--- src/fp_register_stack_tag_unit_core_macros.svh ---
// Assertion macros shared by the register stack RTL.
`ifndef FP_REGISTER_STACK_TAG_UNIT_CORE_MACROS_SVH
`define FP_REGISTER_STACK_TAG_UNIT_CORE_MACROS_SVH

// Same-cycle implication, checked outside reset.
`define FPRS_ASSERT_NOW(label, ante, cons, msg) \
  label: assert property (@(posedge clk) disable iff (!rst_n) (ante) |-> (cons)) \
    else $error(msg);

// Next-cycle implication, checked outside reset.
`define FPRS_ASSERT_NEXT(label, ante, cons, msg) \
  label: assert property (@(posedge clk) disable iff (!rst_n) (ante) |=> (cons)) \
    else $error(msg);

`endif

--- src/fprstu_pkg.sv ---
// Package: types and constants of the floating-point register stack.
`default_nettype none

package fprstu_pkg;

  // Operation selector codes
  typedef enum logic [2:0] {
    FN_LOAD_MEM  = 3'd0,
    FN_LOAD_REG  = 3'd1,
    FN_STORE_OUT = 3'd2,
    FN_STORE_REG = 3'd3,
    FN_FREE      = 3'd4,
    FN_RD_CTRL   = 3'd5,
    FN_INC_TOP   = 3'd6,
    FN_NOP       = 3'd7
  } func_t;

  // Status word bits
  localparam logic [15:0] SW_IE = 16'h0001;
  localparam logic [15:0] SW_DE = 16'h0002;
  localparam logic [15:0] SW_SF = 16'h0040;
  localparam logic [15:0] SW_ES = 16'h0080;
  localparam logic [15:0] SW_C1 = 16'h0200;
  localparam int unsigned SW_TOP_LSB = 11;
  localparam int unsigned SW_TOP_MSB = 13;

  // Control word: reset value and exception mask field
  localparam logic [15:0] CW_RESET    = 16'h037F;
  localparam logic [15:0] CW_EXC_MASK = 16'h003F;

  // Exponent field of an 80-bit value
  localparam logic [14:0] EXP_ONES = 15'h7FFF;

  localparam int unsigned NUM_REGS = 8;

  // Input transfer payload
  typedef struct packed {
    logic [2:0]  func;
    logic [2:0]  stack_index;
    logic [63:0] load_significand;
    logic [15:0] load_sign_exponent;
  } in_item_t;

  // Result transfer payload
  typedef struct packed {
    logic [63:0] store_significand;
    logic [15:0] store_sign_exponent;
    logic        store_valid;
    logic [15:0] status_word;
    logic [15:0] control_out;
  } out_item_t;

endpackage

`default_nettype wire

--- src/fp_register_stack_tag_unit_core.sv ---
// Top level: x87-style register stack with TOP pointer, tags and status word.
//
//  channel | direction | handshake            | payload
//  --------+-----------+----------------------+----------------------------
//  in      | input     | in_valid / in_stall  | in_data  (fprstu_pkg::in_item_t)
//  out     | output    | out_valid / out_stall| out_data (fprstu_pkg::out_item_t)
//  cfg     | input     | cfg_wr_en            | cfg_wr_data (control word)
//
// An accepted item sits in the input register; its operation is done in one pass
// against the stack registers once the result register can take it, and the result
// is registered. One item per cycle sustained while out_stall stays low, since every
// operation finishes in a single pass of that stage.
// rst_n (synchronous) empties all eight registers, clears TOP and status.
// A stalled result holds the operation stage, which then stalls the input.
`default_nettype none

`include "fp_register_stack_tag_unit_core_macros.svh"

module fp_register_stack_tag_unit_core (
  input  wire logic                 clk,
  input  wire logic                 rst_n,
  input  wire logic                 in_valid,
  output logic                      in_stall,
  input  wire fprstu_pkg::in_item_t in_data,
  output logic                      out_valid,
  input  wire logic                 out_stall,
  output fprstu_pkg::out_item_t     out_data,
  input  wire logic                 cfg_wr_en,
  input  wire logic [15:0]          cfg_wr_data
);

  // Value classification helpers
  function automatic logic is_denormal(input logic [63:0] sig, input logic [15:0] se);
    return (se[14:0] == 15'd0) && (sig != 64'd0);
  endfunction

  function automatic logic is_nan(input logic [63:0] sig, input logic [15:0] se);
    return (se[14:0] == fprstu_pkg::EXP_ONES) && (sig[62:0] != 63'd0);
  endfunction

  // Sticky flag update; ES on an unmasked exception or a stack fault
  function automatic logic [15:0] raise_flags(input logic [15:0] flags,
                                              input logic [15:0] f,
                                              input logic [15:0] cw);
    logic [15:0] res;
    res = flags | f;
    if (((f & ~cw & fprstu_pkg::CW_EXC_MASK) != 16'd0) ||
        ((f & fprstu_pkg::SW_SF) != 16'd0)) begin
      res = res | fprstu_pkg::SW_ES;
    end
    return res;
  endfunction

  // Registers
  logic                           in_vld_r;
  fprstu_pkg::in_item_t           in_r;
  logic                           out_vld_r;
  fprstu_pkg::out_item_t          out_r;
  fprstu_pkg::out_item_t          out_nxt;
  logic [15:0]                    cw_r;
  logic [2:0]                     top_r, top_nxt;
  logic [15:0]                    flags_r, flags_nxt;
  logic [fprstu_pkg::NUM_REGS-1:0] empty_r, empty_nxt;
  logic [63:0]                    sig_mem [fprstu_pkg::NUM_REGS];
  logic [15:0]                    se_mem  [fprstu_pkg::NUM_REGS];

  // Operation stage signals
  logic                           fire;
  fprstu_pkg::func_t              func;
  logic [2:0]                     top_dec;
  logic [2:0]                     rel;
  logic [2:0]                     rd_addr;
  logic [63:0]                    rd_sig;
  logic [15:0]                    rd_se;
  logic                           wr_en;
  logic [2:0]                     wr_addr;
  logic [63:0]                    wr_sig;
  logic [15:0]                    wr_se;
  logic [15:0]                    fl;
  logic                           push_ok;
  logic                           pop_ok;

  // Handshake
  assign fire      = in_vld_r && (!out_vld_r || !out_stall);
  assign in_stall  = in_vld_r && !fire;
  assign out_valid = out_vld_r;
  assign out_data  = out_r;

  // Address generation and the single value read port
  assign func    = fprstu_pkg::func_t'(in_r.func);
  assign top_dec = top_r - 3'd1;
  assign rel     = top_r + in_r.stack_index;
  assign rd_addr = (func == fprstu_pkg::FN_LOAD_REG) ? rel : top_r;
  assign rd_sig  = sig_mem[rd_addr];
  assign rd_se   = se_mem[rd_addr];

  // Operation decode and state update
  always_comb begin
    fl        = 16'd0;
    flags_nxt = flags_r;
    top_nxt   = top_r;
    empty_nxt = empty_r;
    wr_en     = 1'b0;
    wr_addr   = top_dec;
    wr_sig    = in_r.load_significand;
    wr_se     = in_r.load_sign_exponent;
    push_ok   = 1'b0;
    pop_ok    = 1'b0;
    out_nxt   = '0;
    unique case (func)
      fprstu_pkg::FN_LOAD_MEM, fprstu_pkg::FN_LOAD_REG: begin
        if (!empty_r[top_dec]) begin
          flags_nxt = raise_flags(flags_r,
                      fprstu_pkg::SW_IE | fprstu_pkg::SW_SF | fprstu_pkg::SW_C1, cw_r);
        end else if (func == fprstu_pkg::FN_LOAD_REG && empty_r[rel]) begin
          flags_nxt = raise_flags(flags_r, fprstu_pkg::SW_IE | fprstu_pkg::SW_SF, cw_r);
        end else begin
          push_ok = 1'b1;
          if (func == fprstu_pkg::FN_LOAD_REG) begin
            wr_sig = rd_sig;
            wr_se  = rd_se;
          end else if (is_denormal(in_r.load_significand, in_r.load_sign_exponent)) begin
            fl = fprstu_pkg::SW_DE;
          end else if (is_nan(in_r.load_significand, in_r.load_sign_exponent)) begin
            fl = fprstu_pkg::SW_IE;
          end
          wr_en              = 1'b1;
          top_nxt            = top_dec;
          empty_nxt[top_dec] = 1'b0;
          flags_nxt          = raise_flags(flags_r & ~fprstu_pkg::SW_C1, fl, cw_r);
        end
      end
      fprstu_pkg::FN_STORE_OUT, fprstu_pkg::FN_STORE_REG: begin
        if (empty_r[top_r]) begin
          flags_nxt = raise_flags(flags_r,
                      fprstu_pkg::SW_IE | fprstu_pkg::SW_SF | fprstu_pkg::SW_C1, cw_r);
        end else begin
          pop_ok = 1'b1;
          if (is_nan(rd_sig, rd_se)) begin
            fl = fl | fprstu_pkg::SW_IE;
          end
          if (is_denormal(rd_sig, rd_se)) begin
            fl = fl | fprstu_pkg::SW_DE;
          end
          if (func == fprstu_pkg::FN_STORE_OUT) begin
            out_nxt.store_significand   = rd_sig;
            out_nxt.store_sign_exponent = rd_se;
            out_nxt.store_valid         = 1'b1;
          end else begin
            wr_en          = 1'b1;
            wr_addr        = rel;
            wr_sig         = rd_sig;
            wr_se          = rd_se;
            empty_nxt[rel] = 1'b0;
          end
          // popping last, so a store to ST(0) leaves it empty
          empty_nxt[top_r] = 1'b1;
          top_nxt          = top_r + 3'd1;
          flags_nxt        = raise_flags(flags_r & ~fprstu_pkg::SW_C1, fl, cw_r);
        end
      end
      fprstu_pkg::FN_FREE: begin
        empty_nxt[rel] = 1'b1;
      end
      fprstu_pkg::FN_RD_CTRL: begin
        out_nxt.control_out = cw_r;
      end
      fprstu_pkg::FN_INC_TOP: begin
        top_nxt   = top_r + 3'd1;
        flags_nxt = flags_r & ~fprstu_pkg::SW_C1;
      end
      fprstu_pkg::FN_NOP: begin
        flags_nxt = flags_r;
      end
      default: begin
        flags_nxt = flags_r;
      end
    endcase
    flags_nxt[fprstu_pkg::SW_TOP_MSB:fprstu_pkg::SW_TOP_LSB] = top_nxt;
    out_nxt.status_word = flags_nxt;
  end

  // Input register
  always_ff @(posedge clk) begin
    if (!rst_n) begin
      in_vld_r <= 1'b0;
    end else if (in_valid && !in_stall) begin
      in_vld_r <= 1'b1;
    end else if (fire) begin
      in_vld_r <= 1'b0;
    end
  end

  always_ff @(posedge clk) begin
    if (in_valid && !in_stall) begin
      in_r <= in_data;
    end
  end

  // Result register
  always_ff @(posedge clk) begin
    if (!rst_n) begin
      out_vld_r <= 1'b0;
    end else if (fire) begin
      out_vld_r <= 1'b1;
    end else if (!out_stall) begin
      out_vld_r <= 1'b0;
    end
  end

  always_ff @(posedge clk) begin
    if (fire) begin
      out_r <= out_nxt;
    end
  end

  // Control word
  always_ff @(posedge clk) begin
    if (!rst_n) begin
      cw_r <= fprstu_pkg::CW_RESET;
    end else if (cfg_wr_en) begin
      cw_r <= cfg_wr_data;
    end
  end

  // Stack control state: TOP, empty tags, sticky flags
  always_ff @(posedge clk) begin
    if (!rst_n) begin
      top_r   <= 3'd0;
      flags_r <= 16'd0;
      empty_r <= '1;
    end else if (fire) begin
      top_r   <= top_nxt;
      flags_r <= flags_nxt;
      empty_r <= empty_nxt;
    end
  end

  // Register file values
  always_ff @(posedge clk) begin
    if (fire && wr_en) begin
      sig_mem[wr_addr] <= wr_sig;
      se_mem[wr_addr]  <= wr_se;
    end
  end

  // Checks
  `FPRS_ASSERT_NOW(a_sf_implies_es, (flags_r & fprstu_pkg::SW_SF) != 16'd0,
                   (flags_r & fprstu_pkg::SW_ES) != 16'd0, "stack fault without ES")
  `FPRS_ASSERT_NEXT(a_push_fills_st0, fire && push_ok, !empty_r[top_r], "pushed ST0 empty")
  `FPRS_ASSERT_NEXT(a_pop_moves_top, fire && pop_ok, top_r == $past(top_r) + 3'd1, "pop TOP")
  `FPRS_ASSERT_NEXT(a_fire_gives_result, fire, out_vld_r, "result lost")

endmodule

`default_nettype wire
--- config.mk ---
export PLATFORM = sky130hd
export DESIGN_NAME = fp_register_stack_tag_unit_core
export DESIGN_NICKNAME = d
export VERILOG_FILES = /design/src/fprstu_pkg.sv /design/src/fp_register_stack_tag_unit_core.sv
export VERILOG_INCLUDE_DIRS = /design/src /design/src/src
export SDC_FILE = /design/constraint.sdc
export NUM_CORES = 1
export LEC_CHECK = 0
export CAP_MARGIN = 30
export CORE_MARGIN = 3
export CORE_UTILIZATION = 34
export DETAILED_ROUTE_END_ITERATION = 10
export DONT_BUFFER_PORTS = 1
export HOLD_SLACK_MARGIN = 0.05
export PLACE_DENSITY_LB_ADDON = 0.2
export RECOVER_POWER = 100
export SETUP_SLACK_MARGIN = 0.15
export SYNTH_ARGS = -nofsm -noshare
export SYNTH_HDL_FRONTEND = slang
export SYNTH_SLANG_ARGS = --single-unit
--- constraint.sdc ---
create_clock -name clk -period 12.3 [get_ports clk]
set_input_delay 0.615 -clock clk [delete_from_list [all_inputs] [get_ports clk]]
set_output_delay 0.615 -clock clk [all_outputs]
set_load 0.03 [all_outputs]
==> impl_metrics.toml, run 1 <==
[outcome]
status = "finished with violations"
violations = "max-capacitance violations, max-slew violations"

[logic_synthesis]
syn_area_um2 = 37300
seq_area_frac_synth = 0.687
synth.area.top_cells = "edfxtp_1, mux2i_1, nand2_1"
yosysTopAreaCell = "edfxtp_1"
ys.flop_type = "edfxtp_1"
ys_async_sr_fraction = 0
synth-edff-count = 831
ys_top_cells_by_count = "edfxtp_1, nand2_1, mux2i_1"
synth_cells = 2650
synth_warnings = 0
syn_avg_cell_area_um2 = 14.1
ys_ff_latch = 865
synth_top_area_share = 0.669
yosysMostFrequentCell = "edfxtp_1"
synthDistinctLibCells = 83

[setup_path]
cp-start-kind = "flip-flop"
crit_chain = "clkbuf_1 -> inv_2 -> fa_1 -> xor2_2 -> buf_4 -> o21ai_2 -> clkbuf_1 -> nand2_4 -> buf_4 -> mux4_2 -> o21ai_0 -> inv_1 -> nor4_1 -> clkbuf_1 -> o211ai_1 -> a31oi_1"
crit_top_cell = "clkbuf_1"
cp_max_fo = 50
cp-end-kind = "flip-flop"
cp_slowest_cell = "clkbuf_1"
critical-path-max-stage-delay_ns = 2.38
crit_arrival_ns = 9.38
worst-path-buf-inv = 7
crit_required_ns = 12.80
cp_top_family = "buffers and inverters"
critical_path_class = "reg2reg"

[timing]
finalHoldViolCount = 0
finalCriticalPeriod_ns = 8.89
slew_viol_final = 282
rsz0062_at_grt = "no"
post-route-period-util = 0.722
timing.fmax_ghz = 0.113
slew_headroom = -1.55
fin_setup_tns_ns = 0
setup_viol = 0
clock_skew_ns = 0.0275
worstMarginPinSlew_ns = 3.82
worst_slack_ns = 3.41

[floorplanning]
rows = 120
io_pins = 222
core_um2 = 108000
start_util = 0.345
dieArea_um2 = 114000
die_w_um = 337
die_y_um = 337

[cts]
clkTransAtPathRegs_ns = 0.06
cts_buffers = 93
root_buffer = "clkbuf_16"
cts_buffer_depth = 3
cts_tree = "built"
htreeDepth = 3
cts.sinks = 865
post_cts_buffers = 0
clkLatencyLatePin_ns = 0.68

[placement]
finalWeightedCongestion = 0.911
pre_cts_slack_ns = 6.06
place_hpwl_um = 73900
port_buffers = 0

[grt]
antenna_found_initial = 3
grt_first_pass_wirelength_um = 167000
grt_pass1_vias = 23700
track_usage = 0.200
grt_max_degree = 158
overflow = 0

[detailed_routing]
drt_first_pass_iters = 5
via_per_inst = 5.62
post_drt_wl_per_cell_um = 27.5
ant_nets = 0
drtIter0Drc = 2451
routed-via-count = 23800
drcViolationCount = 0
postRouteWirelength_um = 116000

[power_and_ir_drop]
combPwrFrac = 0.099
p_leak_uw = 0.0149
p_int_uw = 5030
power.switching_uw = 1720
sw_frac_of_total = 0.255
power_density_nw_per_um2 = 158
seq_power_share = 0.500
peakVddDrop_mv = 0.0967
pwr-share-clk = 0.401

[final_layout]
fillers = 9926
syn_to_final_growth_pct = 14.5
drive_above_1_share = 0.0951
fin_nets = 2862

[min_path]
min_path_type = "in2reg"

[flow_run]
drv_cap = 6
[timing repair]
action	CTS	global route
hold endpoints to repair	112	0
resized for setup	0	0
hold buffers	103	0
[routing by layer]
| layer | global-route usage | wire length [um] |
|---|---|---|
| met4 | 0.0754 | 4210 |
| met1 | 0.270 | 49000 |
| met3 | 0.0340 | 8240 |
| met5 | 0 | 0 |
| met2 | 0.325 | 54900 |
[area by class of cell]
class,instances,area (um2),area share
flip-flops and latches,865,25600,0.601
multi-input cells,1584,10700,0.251
clock buffers,118,2500,0.0587
well taps,1403,1760,0.0411
repair buffers,181,1560,0.0365
clock inverters,55,424,0.00994
inverters,26,98.8,0.00232
diodes,3,7.51,0.000176
[power groups by stage]
stage          Combinational (uW)  Clock [uW]  Sequential [uW]
4_1_cts                       670        2770             3370
3_3_place_gp                  626           0             3430
3_5_place_dp                  636           0             3430
2_1_floorplan                 417           0             3410
5_1_grt                       713        2890             3380
6_report                      668        2700             3370
[metrics by stage]
step | instances | area [um2] | total power, uW | util | hold WS (ns)
CTS | 4226 | 42800 | 6810 | 0.396 | 0.0510
detailed placement | 3950 | 38800 | 4070 | 0.360 | 0.448
global placement | 3939 | 38700 | 4060 | 0.359 | 0.444
floorplan | 2657 | 37300 | 3830 | - | 0.433
global route | 4233 | 42700 | 6980 | 0.395 | 0.0685
finish | 4235 | 42700 | 6740 | 0.395 | 0.107
[sequential cells by signal, summed over array words and instances, names as in the netlist]
register and flops:
sig_mem 512, in_vld_r 1, cw_r 16, in_r 83, flags_r 5, out_valid 1
empty_r 8, se_mem 128, out_data 105, func 3, top_r 3
[path summary, 6_finish.rpt]
check | endpoint | slack [ns] | start | cells past startpoint
setup / recovery | out_data[23] | 3.41 | top_r[1] | 16
setup reg to reg | out_data[23] | 3.41 | top_r[1] | 16
hold reg to reg | flags_r[0] | 0.47 | flags_r[0] | 2
hold / removal | flags_r[7] | 0.11 | rst_n | 2
[cell usage in the layout (no fill, tap or decap), types with 15 or more instances in the layout]
| master | count |
|---|---|
| nor2b_1 | 34 |
| clkinv_1 | 23 |
| nor2_1 | 136 |
| nand2b_1 | 36 |
| mux4_2 | 35 |
| o21ai_0 | 128 |
| clkbuf_16 | 96 |
| clkbuf_1 | 44 |
| a32oi_1 | 31 |
| nor4_1 | 47 |
| inv_1 | 24 |
| a22oi_1 | 25 |
| dfxtp_1 | 31 |
| nand4_1 | 20 |
| buf_4 | 49 |
| dlygate4sd3_1 | 102 |
| nor3_1 | 39 |
| a21oi_1 | 32 |
| mux2i_1 | 247 |
| o211ai_1 | 28 |
| nand2_1 | 348 |
| a211oi_1 | 63 |
| o211a_1 | 15 |
| nand3_1 | 77 |
| edfxtp_1 | 831 |
[cells by family after synthesis]
group	Yosys count	share of synthesized area
simple gates	825	0.104
mux	300	0.0929
compound gates	440	0.0832
flops	865	0.687
fa+ha+maj	4	0.00154
other cells	1	0.000101
xor+xnor	7	0.00235
buf+inv	208	0.0280
Note: power is estimated with default switching activity, not from simulation.
==> run 2: changes to the inputs <==
--- a/config.mk
+++ b/config.mk
@@ -6,6 +6,7 @@
 export SDC_FILE = /design/constraint.sdc
 export NUM_CORES = 1
 export LEC_CHECK = 0
+export ABC_AREA = 1
 export CAP_MARGIN = 30
 export CORE_MARGIN = 3
 export CORE_UTILIZATION = 34
==> constraint.sdc (replaced) <==
create_clock -name clk -period 8 [get_ports clk]
set_input_delay 0.4 -clock clk [delete_from_list [all_inputs] [get_ports clk]]
set_output_delay 0.4 -clock clk [all_outputs]
set_load 0.03 [all_outputs]
==> run 2 against run 1 <==
Compared with the run above:
- the flow still finishes with violations (max-capacitance violations, max-slew violations)
- routed wire length is 6.6% lower
- register-to-register slack worse by 1.7 ns
- final cell count is 25% higher
- sequential power is 54% higher
- design area is 0.77% higher
- worst hold slack better by 0.25 ns
- total power is 56% higher
- critical path depth is 3 higher
- flip-flop and latch count stayed put
- utilization is 0.13 points lower
- via count is 5.5% higher
- clock power is 57% higher
- highest routed layer is now met5
==> impl_metrics.toml, run 2 <==
[timing]
finalCriticalPeriod_ns = 6.33
worstMarginPinSlew_ns = 3.95
slew_headroom = -1.64
finalHoldViolCount = 0
clock_skew_ns = 0.0417
hold_slack_ns = 0.360
timing.fmax_ghz = 0.158
post-route-period-util = 0.791
rsz0062_at_grt = "no"
slew_viol_final = 514
setup_viol = 0

[min_path]
min_path_type = "in2reg"
hold_depth = 1
hold_end = "in_r[81]"
hold_start = "in_data[81]"

[cts]
htreeDepth = 3
cts_buffer_depth = 3
root_buffer = "clkbuf_16"
cts_tree = "built"
cts_resized = 0
cts_buffers = 94
clkLatencyLatePin_ns = 0.66
clkTransAtPathRegs_ns = 0.06
cts.sinks = 865

[setup_path]
r2r_end = "flags_r[0]"
startpoint = "top_r[1]"
crit_required_ns = 8.55
critical_path_class = "reg2reg"
cp-start-kind = "flip-flop"
worstReg2RegStart = "top_r[1]"
cp-end-kind = "flip-flop"
cp_max_fo = 40
reg2regPathDepth = 19
crit_arrival_ns = 6.88
reg2reg_slack_ns = 1.67

[floorplanning]
rows = 121
start_util = 0.344
io_pins = 222
dieArea_um2 = 114000
die_w_um = 338
core_um2 = 109000
die_y_um = 338

[placement]
placed_cells = 5025
place_hpwl_um = 64600
finalWeightedCongestion = 0.869
port_buffers = 0

[logic_synthesis]
synth_top_area_share = 0.665
synthDistinctLibCells = 42
yosysMostFrequentCell = "nand2_1"
synth_warnings = 0
ys_top_cells_by_count = "nand2_1, edfxtp_1, inv_1"
syn_avg_cell_area_um2 = 10.2
synth-edff-count = 831
ys_async_sr_fraction = 0
ys_ff_latch = 865
yosysTopAreaCell = "edfxtp_1"
ys.flop_type = "edfxtp_1"
syn_area_um2 = 37500
synth_cells = 3669
seq_area_frac_synth = 0.683
synth.area.top_cells = "edfxtp_1, nand2_1, inv_1"

[grt]
grt_first_pass_wirelength_um = 160000
antenna_found_initial = 5
grt_pass1_vias = 23700
overflow = 0
grt_max_degree = 114
track_usage = 0.186

[detailed_routing]
drcViolationCount = 0
drtIter0Drc = 2236
postRouteWirelength_um = 109000
drt_first_pass_iters = 6
ant_nets = 0
routed-via-count = 25100
post_drt_wl_per_cell_um = 20.5
via_per_inst = 4.73

[final_layout]
regMostFlops = "sig_mem"
post-route-util = 0.394
final_common_cell = "nand2_1"
fin_cells = 5305
antenna_cells = 0
fillers = 10600
seq_area_um2 = 25600
layout_common_cells = "nand2_1, edfxtp_1, inv_1, nand3_1, nor2_1"
drive_above_1_share = 0.0481
multi_input_area_um2 = 8570
fin_nets = 3863
syn_to_final_growth_pct = 14.7
largest_register_ffs = 512

[power_and_ir_drop]
seq_power_share = 0.494
power_uw = 10500
power.switching_uw = 2720
p_int_uw = 7810
p_leak_uw = 0.0179
sw_frac_of_total = 0.258
peakVddDrop_mv = 0.161
power_density_nw_per_um2 = 245
pwr-share-clk = 0.404
combPwrFrac = 0.102

[outcome]
status = "finished with violations"
violations = "max-capacitance violations, max-slew violations"

[flow_run]
drv_cap = 13
run 2: cell types whose count changed after synthesis, sizes merged, moves of 37 or more:
cell    before   now
a211oi      64     0
inv         26   662
mux2i      247     0
nand2      349  1076
nand2b      37     0
nand3       77   343
nor2       138   211
o21ai      131   200
run 2: layout make-up:
class,instances,share of cell area
clock buffers,124,0.0592
clock inverters,49,0.0105
inverters,665,0.0583
multi-input cells,1972,0.199
flip-flops and latches,865,0.596
well taps,1476,0.0429
repair buffers,154,0.0340
run 2: critical path: stages, from the launching register on:
cell	delay (ns)
dfxtp_1	0.50
clkinv_1	0.38
fa_1	0.88
inv_1	0.24
o21ai_4	0.48
clkbuf_1	1.73
o21ai_1	0.13
o21ai_0	0.24
inv_1	0.06
o21ai_0	0.56
nand2_1	0.10
nor2_1	0.14
nand3_1	0.08
nor2_1	0.21
nand2_1	0.10
nand2_1	0.08
nand2_1	0.05
nand2_1	0.08
nand2_1	0.06
a21oi_1	0.11
run 2: power groups by stage:
stage	Combinational (uW)	Clock (uW)	Sequential, uW
floorplan	691	0	5250
global placement	1040	0	5290
detailed placement	1050	0	5290
CTS	1100	4350	5200
global route	1200	4530	5210
finish	1080	4250	5200
run 2: cell families after synthesis:
kind of cell | after synthesis | synth area share
AO/OA/AOI/OAI | 276 | 0.0410
XOR/XNOR | 2 | 0.000467
adder cells (fa/ha/maj) | 4 | 0.00153
buffers and inverters | 839 | 0.0897
flip-flops | 865 | 0.683
other | 1 | 0.000100
AND/OR/NAND/NOR | 1682 | 0.184
run 2: worst max-delay path by stage:
stage                     endpoint  slack, ns  cells past startpoint
global placement    sig_mem[3][41]       2.77                     10
finish                  flags_r[0]       1.67                     19
global route            flags_r[7]       1.26                     17
CTS                  se_mem[5][13]       2.88                     13
detailed placement   se_mem[5][13]       2.91                     13
floorplan             se_mem[2][0]      -0.78                      7
run 2: repair_timing:
action | CTS | global route
setup endpoints to repair | 0 | 0
buffers inserted | 0 | 0
hold buffers | 106 | 0
hold endpoints to repair | 107 | 0
run 2: stage by stage:
stage	setup TNS, ns	cell area (um2)	worst slack [ns]
after floorplan	-491.54	37500	-0.777
after global placement	0	39000	2.77
after detailed placement	0	39100	2.91
after CTS	0	43200	2.88
after global routing	0	43000	1.26
final	0	43000	1.67
run 2: layer usage:
metal,track usage,wire [um]
met2,0.277,46600
met5,0,38
met4,0.0527,2720
met1,0.269,49600
met3,0.0490,9710
